[src/hdl/sia_pkg.sv]
package sia_pkg;

  // operand width
  localparam int DATA_WIDTH = 32;

  // request codes
  localparam logic [2:0] OP_ADD = 3'd0;
  localparam logic [2:0] OP_SUB = 3'd1;
  localparam logic [2:0] OP_MUL = 3'd2;
  localparam logic [2:0] OP_DIV = 3'd3;
  localparam logic [2:0] OP_REM = 3'd4;

  // status codes
  localparam logic [1:0] ST_OK    = 2'd0;
  localparam logic [1:0] ST_DIV0  = 2'd1;
  localparam logic [1:0] ST_MOD0  = 2'd2;
  localparam logic [1:0] ST_BADOP = 2'd3;

  // request word carried down the pipeline
  typedef struct packed {
    logic [2:0]            op;
    logic [1:0]            status;
    logic                  neg_q;
    logic                  neg_r;
    logic [DATA_WIDTH-1:0] side;
    logic [DATA_WIDTH-1:0] divisor;
    logic [DATA_WIDTH-1:0] rem;
    logic [DATA_WIDTH-1:0] quo;
  } sia_word_t;

endpackage

[src/hdl/sia_div_stage.sv]
module sia_div_stage (
  input  logic               clk,
  input  logic               rst_n,
  input  logic               vld_i,
  input  sia_pkg::sia_word_t word_i,
  output logic               vld_o,
  output sia_pkg::sia_word_t word_o
);
  import sia_pkg::*;

  logic                  vld_r;
  sia_word_t             word_r;
  sia_word_t             word_nxt;
  logic [DATA_WIDTH:0]   rem_sh;
  logic [DATA_WIDTH:0]   diff;
  logic                  q_bit;

  // one restoring step: shift in the next dividend bit, try the subtract
  assign rem_sh = {word_i.rem, word_i.quo[DATA_WIDTH-1]};
  assign diff   = rem_sh - {1'b0, word_i.divisor};
  assign q_bit  = ~diff[DATA_WIDTH];

  always_comb begin
    word_nxt     = word_i;
    word_nxt.rem = q_bit ? diff[DATA_WIDTH-1:0] : rem_sh[DATA_WIDTH-1:0];
    word_nxt.quo = {word_i.quo[DATA_WIDTH-2:0], q_bit};
  end

  // valid bit
  always_ff @(posedge clk) begin
    if (!rst_n) begin
      vld_r <= 1'b0;
    end else begin
      vld_r <= vld_i;
    end
  end

  // request word
  always_ff @(posedge clk) begin
    word_r <= word_nxt;
  end

  assign vld_o  = vld_r;
  assign word_o = word_r;

endmodule

[config.mk]
export PLATFORM = sky130hd
export DESIGN_NAME = sia_div_stage
export DESIGN_NICKNAME = d
export VERILOG_FILES = /design/src/hdl/sia_pkg.sv /design/src/hdl/sia_div_stage.sv
export SDC_FILE = /design/constraint.sdc
export NUM_CORES = 1
export LEC_CHECK = 0
export ABC_AREA = 1
export ABC_CLOCK_PERIOD_IN_PS = 2590
export BUFFER_PORTS_ARGS = -buffer_cell sky130_fd_sc_hd__buf_2
export CORE_MARGIN = 4
export CORE_UTILIZATION = 41
export CTS_BUF_LIST = sky130_fd_sc_hd__clkbuf_16
export CTS_CLUSTER_SIZE = 14
export DETAILED_ROUTE_END_ITERATION = 10
export PLACE_DENSITY = 0.75
export SKIP_LAST_GASP = 1
export SLEW_MARGIN = 15
export SYNTH_ARGS = -nofsm -noshare
export SYNTH_HDL_FRONTEND = slang
export SYNTH_SLANG_ARGS = --single-unit
[constraint.sdc]
create_clock -name clk -period 2.59 [get_ports clk]
set_clock_uncertainty 0.1 [all_clocks]
set_input_delay 0.259 -clock clk [delete_from_list [all_inputs] [get_ports clk]]
set_output_delay 0.259 -clock clk [all_outputs]
set_load 0.03 [all_outputs]
==> results.yml <==
floorplanning:
  die_w_um: 127.9
  ioPinCount: 274
  dieArea_um2: 16360
  core_area_um2: 13990
  die_h_um: 127.9
  start_util_pct: 42.13
  rows: 43
clock_tree:
  clockBufferDepth: 2
  root_buffer: "clkbuf_16"
  cts_tree: "done"
  cts_buffers: 17
  clk_pin_slew_ns: 0.07
  clkSinkCount: 136
  htreeDepth: 4
drt:
  ant_nets: 0
  wirelength_um: 22710
  vias: 6545
  wl_per_cell_um: 15.76
  drt-initial-drc-count: 287
  drcViolationCount: 0
  vias_per_cell: 4.542
  drt_first_pass_iters: 5
final_layout:
  postLayoutCellArea_um2: 9423
  drive_gt1_share_pct: 26.09
  area_delta_synth_final_pct: 59.89
  num_antenna_cells: 0
  final_util_pct: 67.36
  n_fill_cell: 1154
  nNetsFinal: 1419
logic_synthesis:
  synthMuxAreaShare_pct: 0
  ys_types: 25
  synth_compound_area_share_pct: 3.142
  yosys.area_share.simple_pct: 30.15
  synth_area_um2: 5893
  synthCells: 821
  yosysWarnings: 0
  synth_top_family_by_area: "simple AND/OR/NAND/NOR gates"
  synth_seq_cells: 136
  synth_adder_area_share_pct: 7.134
  yosysSeqAreaShare_pct: 46.20
  syn-num-nets: 992
  synth_xor_area_share_pct: 2.229
  postSynthAreaPerCell_um2: 7.178
timing:
  rsz0062_at_grt: "yes"
  fin_crit_sh_pct: 95.79
  fin_crit_ns: 2.481
  tightest_slew_ns: 0.3166
  timing.slew.headroom_pct: 78.73
  fin_worst_hold_slack_ns: 0.1111
  fmax_mhz: 403.1
  hold_violations: 0
  drv_slew: 0
  setup_viol: 0
  finalWorstSetupSlack_ns: 0.1090
worst_hold_path:
  hold_start: "word_i[64]"
  hold_class: "in2reg"
  holdPathEnd: "word_o[32]"
  hold_path_depth: 5
grt:
  overflow: 0
  groute.usage.overall_pct: 27.24
  grt_pass1_wl_um: 34530
  grt_pass1_vias: 6653
  grt_max_degree: 34
  antenna_found_initial: 0
placed_design:
  port_buffers: 273
  place.gp.congestion: 0.8945
  dp.final_hpwl_um: 15340
  preCtsSetupSlack_ns: 0.08549
  dpl_cell_area_um2: 7436
setup_path:
  cp-start-kind: "input port"
  path_buf_inv: 6
  required_ns: 2.82
  slowest_delay_ns: 0.54
  cp_common_cell: "nand2_1"
  crit_type: "in2reg"
  end_kind: "register"
  crit_chain: "dlygate4sd3_1, buf_2, inv_1, ha_1, nand2_1, inv_1, nand2_1, nand2_1, nand2_1, nand2_1, a21oi_2, nand2_2, nand2_2, nand2_4, buf_4, buf_4"
  crit_arrival_ns: 2.71
  crit_fanout: 8
  crit_family: "buffers and inverters"
  slowest_stage: "dlygate4sd3_1"
run:
  maxCapViolCount: 0
run_status:
  outcome: "finished clean"
pwr:
  ir_drop_uv: 430.0
  leakage_nw: 5.406
  power_mw: 6.319
  p_per_area_nw_per_um2: 670.6
==> metal layers <==
layer | wire length, um | share of wire, % | GRT usage (%)
met2 | 11420 | 50 | 49.35
met4 | 1001 | 4.4 | 12.30
met5 | 0 | 0 | 0
met1 | 8891 | 39 | 29.70
met3 | 1394 | 6.1 | 7.042
==> worst max-delay path by stage <==
stage	start	to	slack (ns)	cells past startpoint
floorplan	word_i[31]	word_o[51]	0.52	16
global placement	word_i[31]	word_o[47]	0.23	17
detailed placement	word_i[31]	word_o[48]	0.09	17
CTS	word_i[45]	word_o[48]	0.1	14
global route	word_i[32]	word_o[46]	-0.02	16
finish	word_i[82]	word_o[0]	0.11	16
==> flip-flops by register name, summed over array words and instances, names as in the netlist <==
name / flops
word_o: 135
vld_o: 1
==> timing repair <==
item | in CTS | in global routing
gates resized for setup | 0 | 6
setup buffers | 0 | 3
hold buffers | 136 | 0
endpoints found under the hold margin | 135 | 0
setup endpoints to repair | 0 | 32
==> per-stage QoR <==
stage          cells  TNS (ns)
5_1_grt         1441   -0.2268
3_3_place_gp    1269         0
6_report        1441         0
4_1_cts         1437         0
3_5_place_dp    1269         0
2_1_floorplan    821         0
==> power by group <==
group	internal, mW	switching (mW)
Sequential	2.28	0.0500
Combinational	0.591	1.08
Clock	1.26	1.06
Total	4.13	2.19
==> Yosys cell counts <==
cell      count  share of area, %
nor2_2        1              0.11
xor2_1       14               2.1
a21oi_2       2              0.30
nand2_2       8              0.85
a21oi_1      23               2.0
ha_1         32               6.8
o21bai_1      7              0.89
and2_1        4              0.42
and3_1        1              0.11
nor2_1       38               2.4
nand3b_1      2              0.25
inv_1       158                10
or2_1         1              0.11
nand2_4       2              0.38
fa_1          1              0.34
or2_2         1              0.11
xnor2_1       1              0.15
nor3_1        6              0.51
nand3_1      31               2.6
nand2_1     336                21
buf_4         3              0.38
nand4_1       8              0.85
buf_6         3              0.57
dfxtp_1     136                46
inv_2         2              0.13
==> area by class of cell <==
type,count,area (um^2),area share (%)
well taps,180,225.2,2.390
multi-input cells,520,2552,27.09
repair buffers,413,2761,29.31
clock inverters,15,135.1,1.434
clock buffers,17,425.4,4.515
flip-flops and latches,136,2723,28.89
inverters,160,600.6,6.374
==> kinds of logic (layout without fill, tap and decap cells) <==
logic type / after synthesis / after routing
xor+xnor: 15 / 15
compound gates: 32 / 32
buf+inv: 166 / 605
fa+ha+maj: 33 / 33
flops: 136 / 136
simple gates: 439 / 440
==> layout by cell type, fill, tap and decap left out, types with 2 or more instances in the layout <==
| cell type | n |
|---|---|
| nand2_1 | 334 |
| buf_2 | 273 |
| inv_1 | 158 |
| dlygate4sd3_1 | 136 |
| dfxtp_1 | 136 |
| nor2_1 | 38 |
| ha_1 | 32 |
| nand3_1 | 30 |
| a21oi_1 | 23 |
| clkbuf_16 | 17 |
| xor2_1 | 14 |
| nand2_2 | 10 |
| nand4_1 | 8 |
| o21bai_1 | 7 |
| nor3_1 | 6 |
| inv_6 | 6 |
| and2_1 | 4 |
| clkinvlp_4 | 4 |
| buf_4 | 3 |
| a21oi_2 | 2 |
| inv_2 | 2 |
| nand2_8 | 2 |
| nand3b_1 | 2 |
| inv_8 | 2 |
No activity file was read; power rests on OpenSTA's default activity.
