===== src/hdl/sia_pkg.sv =====
package sia_pkg;

  // operand width
  localparam int DATA_WIDTH = 32;

  // request codes
  localparam logic [2:0] OP_ADD = 3'd0;
  localparam logic [2:0] OP_SUB = 3'd1;
  localparam logic [2:0] OP_MUL = 3'd2;
  localparam logic [2:0] OP_DIV = 3'd3;
  localparam logic [2:0] OP_REM = 3'd4;

  // status codes
  localparam logic [1:0] ST_OK    = 2'd0;
  localparam logic [1:0] ST_DIV0  = 2'd1;
  localparam logic [1:0] ST_MOD0  = 2'd2;
  localparam logic [1:0] ST_BADOP = 2'd3;

  // request word carried down the pipeline
  typedef struct packed {
    logic [2:0]            op;
    logic [1:0]            status;
    logic                  neg_q;
    logic                  neg_r;
    logic [DATA_WIDTH-1:0] side;
    logic [DATA_WIDTH-1:0] divisor;
    logic [DATA_WIDTH-1:0] rem;
    logic [DATA_WIDTH-1:0] quo;
  } sia_word_t;

endpackage


===== src/hdl/sia_post.sv =====
module sia_post (
  input  logic                           clk,
  input  logic                           rst_n,
  input  logic                           vld_i,
  input  sia_pkg::sia_word_t             word_i,
  output logic                           strobe_o,
  output logic [sia_pkg::DATA_WIDTH-1:0] result_o,
  output logic [1:0]                     status_o
);
  import sia_pkg::*;

  localparam logic [DATA_WIDTH-1:0] ONE  = {{(DATA_WIDTH-1){1'b0}}, 1'b1};
  localparam logic [DATA_WIDTH-1:0] ZERO = '0;

  logic                  strobe_r;
  logic [DATA_WIDTH-1:0] result_r;
  logic [DATA_WIDTH-1:0] result_nxt;
  logic [1:0]            status_r;
  logic [DATA_WIDTH-1:0] quo_s;
  logic [DATA_WIDTH-1:0] rem_s;

  // restore signs of quotient and remainder
  assign quo_s = word_i.neg_q ? (~word_i.quo + ONE) : word_i.quo;
  assign rem_s = word_i.neg_r ? (~word_i.rem + ONE) : word_i.rem;

  // result select, zero on any error
  always_comb begin
    case (word_i.op)
      OP_DIV:  result_nxt = quo_s;
      OP_REM:  result_nxt = rem_s;
      default: result_nxt = word_i.side;
    endcase
    if (word_i.status != ST_OK) result_nxt = ZERO;
  end

  // result strobe
  always_ff @(posedge clk) begin
    if (!rst_n) begin
      strobe_r <= 1'b0;
    end else begin
      strobe_r <= vld_i;
    end
  end

  // result payload
  always_ff @(posedge clk) begin
    result_r <= result_nxt;
    status_r <= word_i.status;
  end

  assign strobe_o = strobe_r;
  assign result_o = result_r;
  assign status_o = status_r;

endmodule


===== config.mk =====
export PLATFORM = sky130hd
export DESIGN_NAME = sia_post
export DESIGN_NICKNAME = d
export VERILOG_FILES = /design/src/hdl/sia_pkg.sv /design/src/hdl/sia_post.sv
export SDC_FILE = /design/constraint.sdc
export NUM_CORES = 1
export LEC_CHECK = 0
export ABC_CLOCK_PERIOD_IN_PS = 2100
export BUFFER_PORTS_ARGS = -buffer_cell sky130_fd_sc_hd__buf_4
export CAP_MARGIN = 20
export CORE_MARGIN = 2
export CORE_UTILIZATION = 45
export CTS_BUF_LIST = sky130_fd_sc_hd__clkbuf_4
export CTS_CLUSTER_DIAMETER = 50
export DETAILED_ROUTE_END_ITERATION = 6
export PLACE_DENSITY = 0.83
export SLEW_MARGIN = 20
export SYNTH_ARGS = -nofsm -noshare
export SYNTH_HDL_FRONTEND = slang
export SYNTH_SLANG_ARGS = --single-unit

===== constraint.sdc =====
create_clock -name clk -period 2.1 [get_ports clk]
set_input_delay 0.21 -clock clk [delete_from_list [all_inputs] [get_ports clk]]
set_output_delay 0.21 -clock clk [all_outputs]
set_load 0.01 [all_outputs]

==> key figures <==
Outcome
  – Outcome: finished, final reports clean

Timing
  – FMAX: about 580 MHz
  – Slew headroom: 0.658
  – Hold Vio Cnt, Final: 0
  – Least-Margin Pin Slew: 0.512 ns
  – Fin crit share: 0.818
  – Max-slew violations: 0
  – Tmin final: approximately 1.7 ns
  – # setup viols final: 0
  – Post-Route Setup TNS: 0 ns
  – RSZ-0062 raised after global routing: no
  – Final worst slack: 0.383 ns

Logic synthesis
  – Synth Area in Adders: 0.00865
  – Synth Area in Compound Gates: 0.279
  – Synth Area in XOR/XNOR: 0.170
  – Ys Warns: 0
  – Sequential area share after synthesis: 0.242
  – Top cells by area, synth: dfxtp_1, xnor2_1, nand2_1
  – Synth top area share: 0.242
  – Synth Area in Simple Gates: 0.244
  – Main combinational cell family by area after synthesis: compound AO/OA/AOI/OAI gates
  – Synth unique cells: 49
  – Primary FF master, synth: dfxtp_1
  – Syn nets: between 400 and 500
  – Mapped Cells: 356
  – Mean area per synthesized cell: roughly 8.1 um^2
  – Mux cell area share after synthesis: 0.0216
  – Flip-flop and latch count after synthesis: 35
  – Post-synth EDFFs: 0
  – Top cell type by total area after synthesis: dfxtp_1
  – Mapped cell area: approximately 2900 um^2
  – Async SR Flop Fraction: 0

CTS
  – Clock transition at path regs: 0.12 ns
  – CTS Root Cell: clkbuf_4
  – CTS tree: yes
  – Post-CTS Repair Setup Buffers: 0
  – CTS Hold Bufs: 2
  – CTS Sinks: 35
  – H-tree Lvls: 2
  – CTS resizes: 0
  – CTS buffer count: 5
  – CTS Buffer Depth: 2

Placement
  – Dpl ws: between 0.03 and 0.04 ns
  – Area after DPL: 4100 um^2
  – Cells after DPL: 572
  – Hpwl dp: between 7 and 8 mm
  – Port-buffer cells: 140
  – Final GP Congestion: 0.974

Floorplan
  – I/O pins: 173
  – Initial core utilization: 0.461
  – Die Height: 84.2 um
  – Die width: roughly 84 um
  – Die footprint: just over 7000 um^2
  – CORE AREA: 6280 um^2
  – Rows: 29

Global routing
  – Largest net degree at the start of global routing: 33
  – Gr ovfl total: 0
  – Vias in the first global route: 3175
  – Number of antenna violations at the first check in global routing: 0
  – All-Layer GR Usage: 0.267
  – First-pass GRT wire length: 15.2 mm

Worst setup path
  – Worst Setup EP: result_o[11]$_SDFF_PP0_
  – Crit Path Max Fanout: 6
  – Arrival @ worst endpoint: 1.97 ns
  – Crit. Startpoint: word_i[1]
  – Crit Path Class: in2reg
  – Worst setup EP type: flip-flop
  – Crit start category: input pin
  – Worst EP required: 2.35 ns

Layout
  – Share of layout cells above drive strength 1: 0.380
  – Register area: 701 um^2
  – N_diodes: 0
  – Fillcell total: 530
  – Fin cells: 582
  – # nets final: 644
  – Multi-input logic area: 2090 um^2
  – Area growth syn-to-layout: 45.3%
  – Fin area: around 4200 um^2
  – Final Util: 0.669

Min path
  – HP Class: in2reg

Routing
  – Final wirelength: 9.65 mm
  – Routed vias: 3333
  – Wirelength per Cell: ~17 um
  – Drt drc: 0
  – DR iter-0 viols: 250
  – Antenna Violating Nets Remaining: 0
  – DR pass1 iterations: 5
  – Drt via density: 5.73

Power and ir drop
  – Pwr dens: approximately 450 nW/um^2
  – Worst vdd ir: 0.321 mV
  – Static leakage: between 1.5 and 2 nW

Run
  – Max-Cap Viols: 0
synthesized netlist by cell type, types with 5 or more instances:
master and instances:
o21ai_0 18, a22oi_1 13, a222oi_1 5, or3_1 6, inv_1 5, nor3_1 8, o41ai_1 11, nor2_1 20
dfxtp_1 35, nand2_1 42, buf_1 6, xor2_1 13, nand2b_1 8, xnor2_1 43, a21oi_1 25, o31ai_1 17
clkbuf_1 13
critical path, cell delays in order:
cell and delay [ns]:
buf_4 0.13, nor4_1 0.42, nand2_1 0.26, buf_4 0.21
o41ai_1 0.33, xnor2_1 0.12, a2bb2oi_1 0.20, a21oi_1 0.09
placed cells by master, fill, tap and decap left out, types with 11 or more instances in the layout:
| master | n |
|---|---|
| buf_4 | 159 |
| xnor2_1 | 43 |
| nand2_1 | 42 |
| dfxtp_1 | 35 |
| a21oi_1 | 25 |
| nor2_1 | 18 |
| o21ai_0 | 18 |
| o31ai_1 | 17 |
| xor2_1 | 13 |
| a22oi_1 | 13 |
| o41ai_1 | 11 |
worst min-delay path by stage:
stage                           start                  end  slack, ns  cells past startpoint
after floorplan           word_i[130]  status_o[0]$_DFF_P_       0.24                      0
after global placement    word_i[130]  status_o[0]$_DFF_P_       0.32                      1
after detailed placement  word_i[131]  status_o[1]$_DFF_P_       0.32                      1
after CTS                       vld_i  strobe_o$_SDFF_PN0_       0.04                      2
after global routing            vld_i  strobe_o$_SDFF_PN0_       0.03                      2
final                           vld_i  strobe_o$_SDFF_PN0_       0.04                      2
metrics by stage:
stage | power, mW | hold slack, ns
floorplan | 1.03 | 0.238
global placement | 1.35 | 0.323
detailed placement | 1.37 | 0.323
CTS | 1.87 | 0.0393
global route | 1.95 | 0.0274
finish | 1.87 | 0.0402
logic make-up (layout without fill, tap and decap cells):
logic type	Yosys count	after routing
flip-flops	35	35
buffers and inverters	25	174
AO/OA/AOI/OAI	111	111
AND/OR/NAND/NOR	121	121
XOR/XNOR	56	56
adder cells (fa/ha/maj)	2	2
multiplexers	6	6
sequential cells by signal, indices dropped and copies added, names as in the netlist:
register	flops
result_o	32
status_o	2
strobe_o	1
layer usage:
layer	up-vias	wire, um	track usage
met2	141	4690	0.459
li1	1626	-	-
met5	-	0	0
met3	17	689	0.0383
met4	0	213	0.0836
met1	1549	4060	0.344
layout make-up:
class                   instances  area share
well taps                      77      0.0229
inverters                       5     0.00447
clock inverters                 3     0.00923
repair buffers                161       0.289
flip-flops and latches         35       0.167
clock buffers                   5     0.00894
multi-input cells             296       0.499
where the power goes:
part | switching, mW | leakage, nW | internal, mW
logic | 0.320 | 1.39 | 0.337
registers | 0.00950 | 0.288 | 0.698
clock network | 0.260 | 0.0426 | 0.245
total | 0.589 | 1.72 | 1.28
Note: power is estimated with default switching activity, not from simulation.
