$ cat src/hdl/sia_pkg.sv
package sia_pkg;

  // operand width
  localparam int DATA_WIDTH = 32;

  // request codes
  localparam logic [2:0] OP_ADD = 3'd0;
  localparam logic [2:0] OP_SUB = 3'd1;
  localparam logic [2:0] OP_MUL = 3'd2;
  localparam logic [2:0] OP_DIV = 3'd3;
  localparam logic [2:0] OP_REM = 3'd4;

  // status codes
  localparam logic [1:0] ST_OK    = 2'd0;
  localparam logic [1:0] ST_DIV0  = 2'd1;
  localparam logic [1:0] ST_MOD0  = 2'd2;
  localparam logic [1:0] ST_BADOP = 2'd3;

  // request word carried down the pipeline
  typedef struct packed {
    logic [2:0]            op;
    logic [1:0]            status;
    logic                  neg_q;
    logic                  neg_r;
    logic [DATA_WIDTH-1:0] side;
    logic [DATA_WIDTH-1:0] divisor;
    logic [DATA_WIDTH-1:0] rem;
    logic [DATA_WIDTH-1:0] quo;
  } sia_word_t;

endpackage

$ cat src/hdl/sia_prep.sv
module sia_prep (
  input  logic                          clk,
  input  logic                          rst_n,
  input  logic                          vld_i,
  input  logic [2:0]                    req_type_i,
  input  logic [sia_pkg::DATA_WIDTH-1:0] operand_a_i,
  input  logic [sia_pkg::DATA_WIDTH-1:0] operand_b_i,
  output logic                          vld_o,
  output sia_pkg::sia_word_t            word_o
);
  import sia_pkg::*;

  localparam logic [DATA_WIDTH-1:0] ONE  = {{(DATA_WIDTH-1){1'b0}}, 1'b1};
  localparam logic [DATA_WIDTH-1:0] ZERO = '0;

  logic                    vld_r;
  sia_word_t               word_r;
  sia_word_t               word_nxt;
  logic [DATA_WIDTH-1:0]   prod;
  logic [DATA_WIDTH-1:0]   mag_a;
  logic [DATA_WIDTH-1:0]   mag_b;

  // product wrapped to the operand width, same for signed and unsigned operands
  assign prod = operand_a_i * operand_b_i;

  // operand magnitudes for the divider
  assign mag_a = operand_a_i[DATA_WIDTH-1] ? (~operand_a_i + ONE) : operand_a_i;
  assign mag_b = operand_b_i[DATA_WIDTH-1] ? (~operand_b_i + ONE) : operand_b_i;

  // decode and the add, subtract and multiply operations
  always_comb begin
    word_nxt.op      = req_type_i;
    word_nxt.neg_q   = operand_a_i[DATA_WIDTH-1] ^ operand_b_i[DATA_WIDTH-1];
    word_nxt.neg_r   = operand_a_i[DATA_WIDTH-1];
    word_nxt.divisor = mag_b;
    word_nxt.rem     = ZERO;
    word_nxt.quo     = mag_a;
    word_nxt.side    = ZERO;
    word_nxt.status  = ST_OK;
    case (req_type_i)
      OP_ADD: begin
        word_nxt.side = operand_a_i + operand_b_i;
      end
      OP_SUB: begin
        word_nxt.side = operand_a_i - operand_b_i;
      end
      OP_MUL: begin
        word_nxt.side = prod;
      end
      OP_DIV: begin
        if (operand_b_i == ZERO) word_nxt.status = ST_DIV0;
      end
      OP_REM: begin
        if (operand_b_i == ZERO) word_nxt.status = ST_MOD0;
      end
      default: begin
        word_nxt.status = ST_BADOP;
      end
    endcase
  end

  // valid bit
  always_ff @(posedge clk) begin
    if (!rst_n) begin
      vld_r <= 1'b0;
    end else begin
      vld_r <= vld_i;
    end
  end

  // request word
  always_ff @(posedge clk) begin
    word_r <= word_nxt;
  end

  assign vld_o  = vld_r;
  assign word_o = word_r;

endmodule

$ cat config.mk
export PLATFORM = sky130hd
export DESIGN_NAME = sia_prep
export DESIGN_NICKNAME = d
export VERILOG_FILES = /design/src/hdl/sia_pkg.sv /design/src/hdl/sia_prep.sv
export SDC_FILE = /design/constraint.sdc
export NUM_CORES = 1
export LEC_CHECK = 0
export ABC_AREA = 0
export BUFFER_PORTS_ARGS = -buffer_cell sky130_fd_sc_hd__buf_4
export CORE_MARGIN = 2
export CORE_UTILIZATION = 35
export CTS_CLUSTER_SIZE = 10
export DETAILED_ROUTE_END_ITERATION = 8
export HOLD_SLACK_MARGIN = 0.08
export PLACE_DENSITY = 0.59
export SLEW_MARGIN = 20
export SYNTH_ARGS = -nofsm -noshare
export SYNTH_HDL_FRONTEND = slang
export SYNTH_SLANG_ARGS = --single-unit
$ cat constraint.sdc
create_clock -name clk -period 12.95 [get_ports clk]
set_input_delay 0.6475 -clock clk [delete_from_list [all_inputs] [get_ports clk]]
set_output_delay 0.6475 -clock clk [all_outputs]
set_load 0.01 [all_outputs]
==> results of run 1 <==
==> layout make-up <==
cell class	instances	area [um2]	area share
multi-input combinational	1763	17400	0.738
antenna	3	7.51	0.000319
inverter	398	1490	0.0634
clock buffer	10	229	0.00972
tap	790	988	0.0419
timing repair buffer	174	1310	0.0554
sequential	104	2080	0.0883
clock inverter	6	75.1	0.00319
==> logic make-up (layout without fill, tap and decap cells) <==
family / after synthesis / count (layout) / share of synthesized area
buffers and inverters: 570 / 588 / 0.105
AOI/OAI and AO/OA: 247 / 247 / 0.0746
other: 1 / 35 / 0.000173
and+or+nand+nor: 719 / 719 / 0.174
muxes: 1 / 1 / 0.000463
xor gates and xnor gates: 198 / 198 / 0.0802
DFF: 104 / 104 / 0.0963
adders and majority gates: 566 / 566 / 0.470
==> flip-flops by register name (all words and copies together) (netlist names) <==
| register | cells |
|---|---|
| vld_o | 1 |
| word_o | 103 |
==> placed cells by master (no fill, tap or decap), drive strengths merged, types with 18 or more instances in the layout <==
cell   count
o22ai     18
buf      174
nor2      39
ha       157
conb      32
and2     305
nand2    280
dfxtp    104
fa       409
o21a      18
xor2      67
o21ai     58
o31ai     26
a21o      30
a21oi     47
inv      399
xnor2    131
==> per-layer routing <==
metal	routed length [um]	up-vias	part of all wire	track usage
met4	2550	0	0.038	0.0798
met1	27300	8716	0.40	0.275
met5	0	-	0	0
met3	4240	144	0.063	0.0308
li1	-	7350	-	-
met2	33800	592	0.50	0.386
==> worst paths after layout <==
kind	start	endpoint	slack, ns
hold / removal	req_type_i[2]	word_o[134]	0.44
setup / recovery	operand_b_i[2]	word_o[126]	5.55
==> synth_stat cells (10+ instances only) <==
cell type | n | area [um2]
nand2b_1 | 11 | 68.8
dfxtp_1 | 104 | 2080
nand3_1 | 14 | 70.1
xor2_1 | 67 | 587
ha_1 | 157 | 1960
nor3_1 | 12 | 60.1
a31oi_1 | 10 | 62.6
a21oi_1 | 47 | 235
clkbuf_1 | 133 | 499
a21o_1 | 30 | 225
nand2_1 | 280 | 1050
and2_1 | 305 | 1910
inv_1 | 397 | 1490
o31ai_1 | 25 | 188
o22ai_1 | 18 | 113
fa_1 | 409 | 8190
buf_4 | 32 | 240
o21a_1 | 18 | 135
o21ai_0 | 58 | 290
xnor2_1 | 131 | 1150
or3_1 | 10 | 62.6
nor2_1 | 38 | 143
==> metrics by stage <==
stage | hold WS (ns) | utilization
2_1_floorplan | 0.675 | -
4_1_cts | 0.418 | 0.384
3_5_place_dp | 0.820 | 0.379
3_3_place_gp | 0.814 | 0.379
6_report | 0.437 | 0.384
5_1_grt | 0.428 | 0.384
==> worst max-delay path: cells and delay by family <==
family                   cells  cell delay (ns)
AO/OA/AOI/OAI                8             1.71
XOR/XNOR                     1             0.16
adder cells (fa/ha/maj)      9             4.25
buffers and inverters        5             0.49
AND/OR/NAND/NOR              2             0.34
==> run_results.csv, run 1 <==
group,metric,value,unit
clocking,hold_buffers,0,
placement,portBuffers,173,
timing,fmax,0.135,GHz
timing,timing.final.ws_setup,5.55,ns
yosys,ys.flop_type,"dfxtp_1",
setup_path,critPathMaxFanout,35,
placement,place_area,23300,um2
placement,hpwl,51000,um
placement,place_ws,5.20,ns
clocking,cts_tree,"yes",
clocking,numCtsBuffers,9,
route,initialDrtViolationCount,1115,
clocking,clockRootBuffer,"clkbuf_16",
setup_path,slowest_delay,0.54,ns
die,rows,91,
yosys,synth_sequential_area_ratio,0.0963,
route,avgViaCountPerCell,5.17,
layout,final_area,23600,um2
yosys,synthCells,2406,
global_route,first_global_vias,18200,
yosys,yosysUniqueCellTypes,63,
global_route,grt_usage,0.220,
setup_path,slowest_stage,"fa_1",
route,drc,0,
die,io_pins,206,
flow_run,maxCapViolations,0,
clocking,htreeDepth,3,
timing,rsz0062_at_grt,"no",
global_route,grt_max_degree,38,
hold_path,hp-class,"primary input to register",
layout,nets,3086,
clocking,cts.sinks,104,
route,routedWlPerCell,20.9,um
route,ant_nets,0,
clocking,clk_pin_slew,0.08,ns
timing,fin_crit,7.40,ns
timing,setup-tns-final,0,ns
placement,placedCellCount,3229,
timing,drv_slew,0,
yosys,yosysWarnings,0,
yosys,async_reset_ff_frac,0,
setup_path,crit_type,"primary input to register",
setup_path,required,13.17,ns
layout,fin_cells,3248,
timing,timing_hold_violations_final,0,
layout,area_delta_synth_final,9.00,%
setup_path,cp.arrival,7.63,ns
die,die_x,253,um
layout,drive_gt1_frac,0.0847,
die,die_h,253,um
clocking,cts-resized-gates,0,
yosys,syn_area_per_cell,8.99,um2
global_route,antenna_found_initial,4,
setup_path,startpoint_type,"primary input",
die,die_area,63800,um2
setup_path,end_kind,"register",
route,vias,16800,
placement,gp_congestion,0.883,
clocking,postCtsSetupRepairBufs,0,
yosys,ys_seq_elements,104,
yosys,synth_enable_flop_cells,0,
timing,finalSetupViolations,0,
global_route,overflow,0,
setup_path,crit_path_frequent_cell,"fa_1",
die,coreArea,61400,um2
die,start_util,0.352,
timing,period_share,0.572,
route,dr.pass1.iters,5,
hold_path,min_path_cells,1,
status,status,"completed",
layout,n_fill_cell,6186,
yosys,syn-cell-area,21600,um2
timing,slew_headroom,0.262,
timing,worst_pin_slew,1.10,ns
global_route,grt_pass1_wl,107000,um
clocking,cts.path.max_buffers,2,
route,wl,67900,um
Power of run 1 is left out: the tool's default activity adds up to more than one toggle a clock period on the data nets, which glitch-free logic cannot reach.
==> run 2: changes to the inputs <==
--- a/config.mk
+++ b/config.mk
@@ -12,7 +12,7 @@
 export CTS_CLUSTER_SIZE = 10
 export DETAILED_ROUTE_END_ITERATION = 8
 export HOLD_SLACK_MARGIN = 0.08
-export PLACE_DENSITY = 0.59
+export PLACE_DENSITY = 0.61
 export SLEW_MARGIN = 20
 export SYNTH_ARGS = -nofsm -noshare
 export SYNTH_HDL_FRONTEND = slang
==> constraint.sdc (replaced) <==
create_clock -name clk -period 6.4 [get_ports clk]
set_input_delay 0.32 -clock clk [delete_from_list [all_inputs] [get_ports clk]]
set_output_delay 0.32 -clock clk [all_outputs]
set_load 0.01 [all_outputs]
==> run_results.csv, run 2 (same netlist as run 1, synthesis figures left out) <==
group,metric,value,unit
status,status,"completed",
layout,final_cell_mix,"397 x fa_1, 395 x inv_1, 370 x buf_4",
route,routedWlPerCell,20.9,um
setup_path,critPathMaxFanout,10,
route,initialDrtViolationCount,1217,
global_route,grt_usage,0.232,
route,drc,0,
timing,timing_hold_violations_final,0,
placement,placedCellCount,3446,
timing,worst_pin_slew,1.07,ns
global_route,grt_max_degree,36,
clocking,cts_tree,"yes",
timing,period_share,0.997,
clocking,htreeDepth,3,
placement,gp_congestion,0.965,
placement,portBuffers,173,
timing,finalSetupViolations,0,
setup_path,path_buf_inv,4,
die,io_pins,206,
route,avgViaCountPerCell,5.03,
setup_path,startpoint_type,"primary input",
layout,largest_reg_flops,103,
timing,fin_crit,6.38,ns
route,vias,17400,
setup_path,cp.arrival,6.62,ns
die,rows,91,
global_route,grt_pass1_wl,111000,um
clocking,cts.path.max_buffers,2,
clocking,numCtsBuffers,9,
layout,layout_commonest_cell,"fa_1",
global_route,antenna_found_initial,2,
die,die_x,253,um
setup_path,crit_type,"primary input to register",
layout,fin_cells,3467,
global_route,first_global_vias,18700,
layout,fin_util,0.419,
setup_path,crit_path_frequent_cell,"fa_1",
setup_path,crit_chain,"buf_6, buf_12, and2_4, fa_1, inv_1, fa_1, fa_1, fa_1, inv_1, fa_1, fa_1, fa_1, fa_1, ha_4, a21o_1, a21oi_2, o21a_1, o2111ai_2, and3_4, o21a_1, o41ai_2, xnor2_1, o22ai_1",
route,ant_nets,0,
setup_path,required,6.63,ns
setup_path,path_delay_family,"adder cells",
die,coreArea,61400,um2
setup_path,slowest_stage,"fa_1",
flow_run,maxCapViolations,0,
clocking,clk_pin_slew,0.07,ns
die,start_util,0.352,
hold_path,hp-class,"primary input to register",
route,dr.pass1.iters,5,
setup_path,slowest_delay,0.57,ns
die,die_h,253,um
layout,nets,3307,
timing,rsz0062_at_grt,"yes",
route,wl,72300,um
timing,setup-tns-final,0,ns
die,die_area,63800,um2
timing,fmax,0.157,GHz
layout,drive_gt1_frac,0.182,
timing,drv_slew,0,
clocking,cts.sinks,104,
placement,hpwl,60900,um
global_route,overflow,0,
setup_path,end_kind,"register",
timing,slew_headroom,0.285,
clocking,clockRootBuffer,"clkbuf_16",
layout,area_delta_synth_final,18.9,%
## run 2: cell count changes in the layout (fill, tap and decap cells not counted), sizes merged
cell,delta
clkinv,+2
diode,-1
buf,+219
clkinvlp,-1
dlygate4sd3,+1
bufinv,-1
## run 2: cell type report
type	count	area [um2]
clock buffer	9	225
timing repair buffer	395	3180
multi-input combinational	1763	17700
tap	790	988
inverter	398	1490
sequential	104	2080
clock inverter	6	55.1
fill	6028	35700
antenna	2	5.00
## run 2: metrics by stage
step	hold WS, ns	area (um2)	setup slack [ns]
global placement	0.474	25100	-0.392
floorplan	0.348	22000	-0.147
detailed placement	0.479	25100	-0.436
global route	0.102	25700	-0.186
CTS	0.0861	25400	-0.000479
finish	0.106	25700	0.0192
## run 2: final timing paths
check                 startpoint          end  slack [ns]  cells past startpoint
setup / recovery  operand_b_i[4]  word_o[127]        0.02                     23
hold / removal     req_type_i[2]  word_o[134]        0.11                      1
## run 2: per-layer routing
layer	wire length, um	share of wire	up-vias	global-route usage
li1	-	-	7808	-
met2	35600	0.49	578	0.397
met4	3610	0.050	0	0.0999
met1	29600	0.41	8900	0.296
met3	3560	0.049	151	0.0244
met5	0	0	-	0
## run 2: what timing repair did
action | CTS | global route
gates cloned | 0 | 1
hold buffers | 1 | 0
setup endpoints to repair | 4 | 13
hold endpoints to repair | 1 | 0
pin swaps | 0 | 39
gates resized for setup | 4 | 65
setup buffers | 0 | 2
Power of run 2 is left out for the same reason.
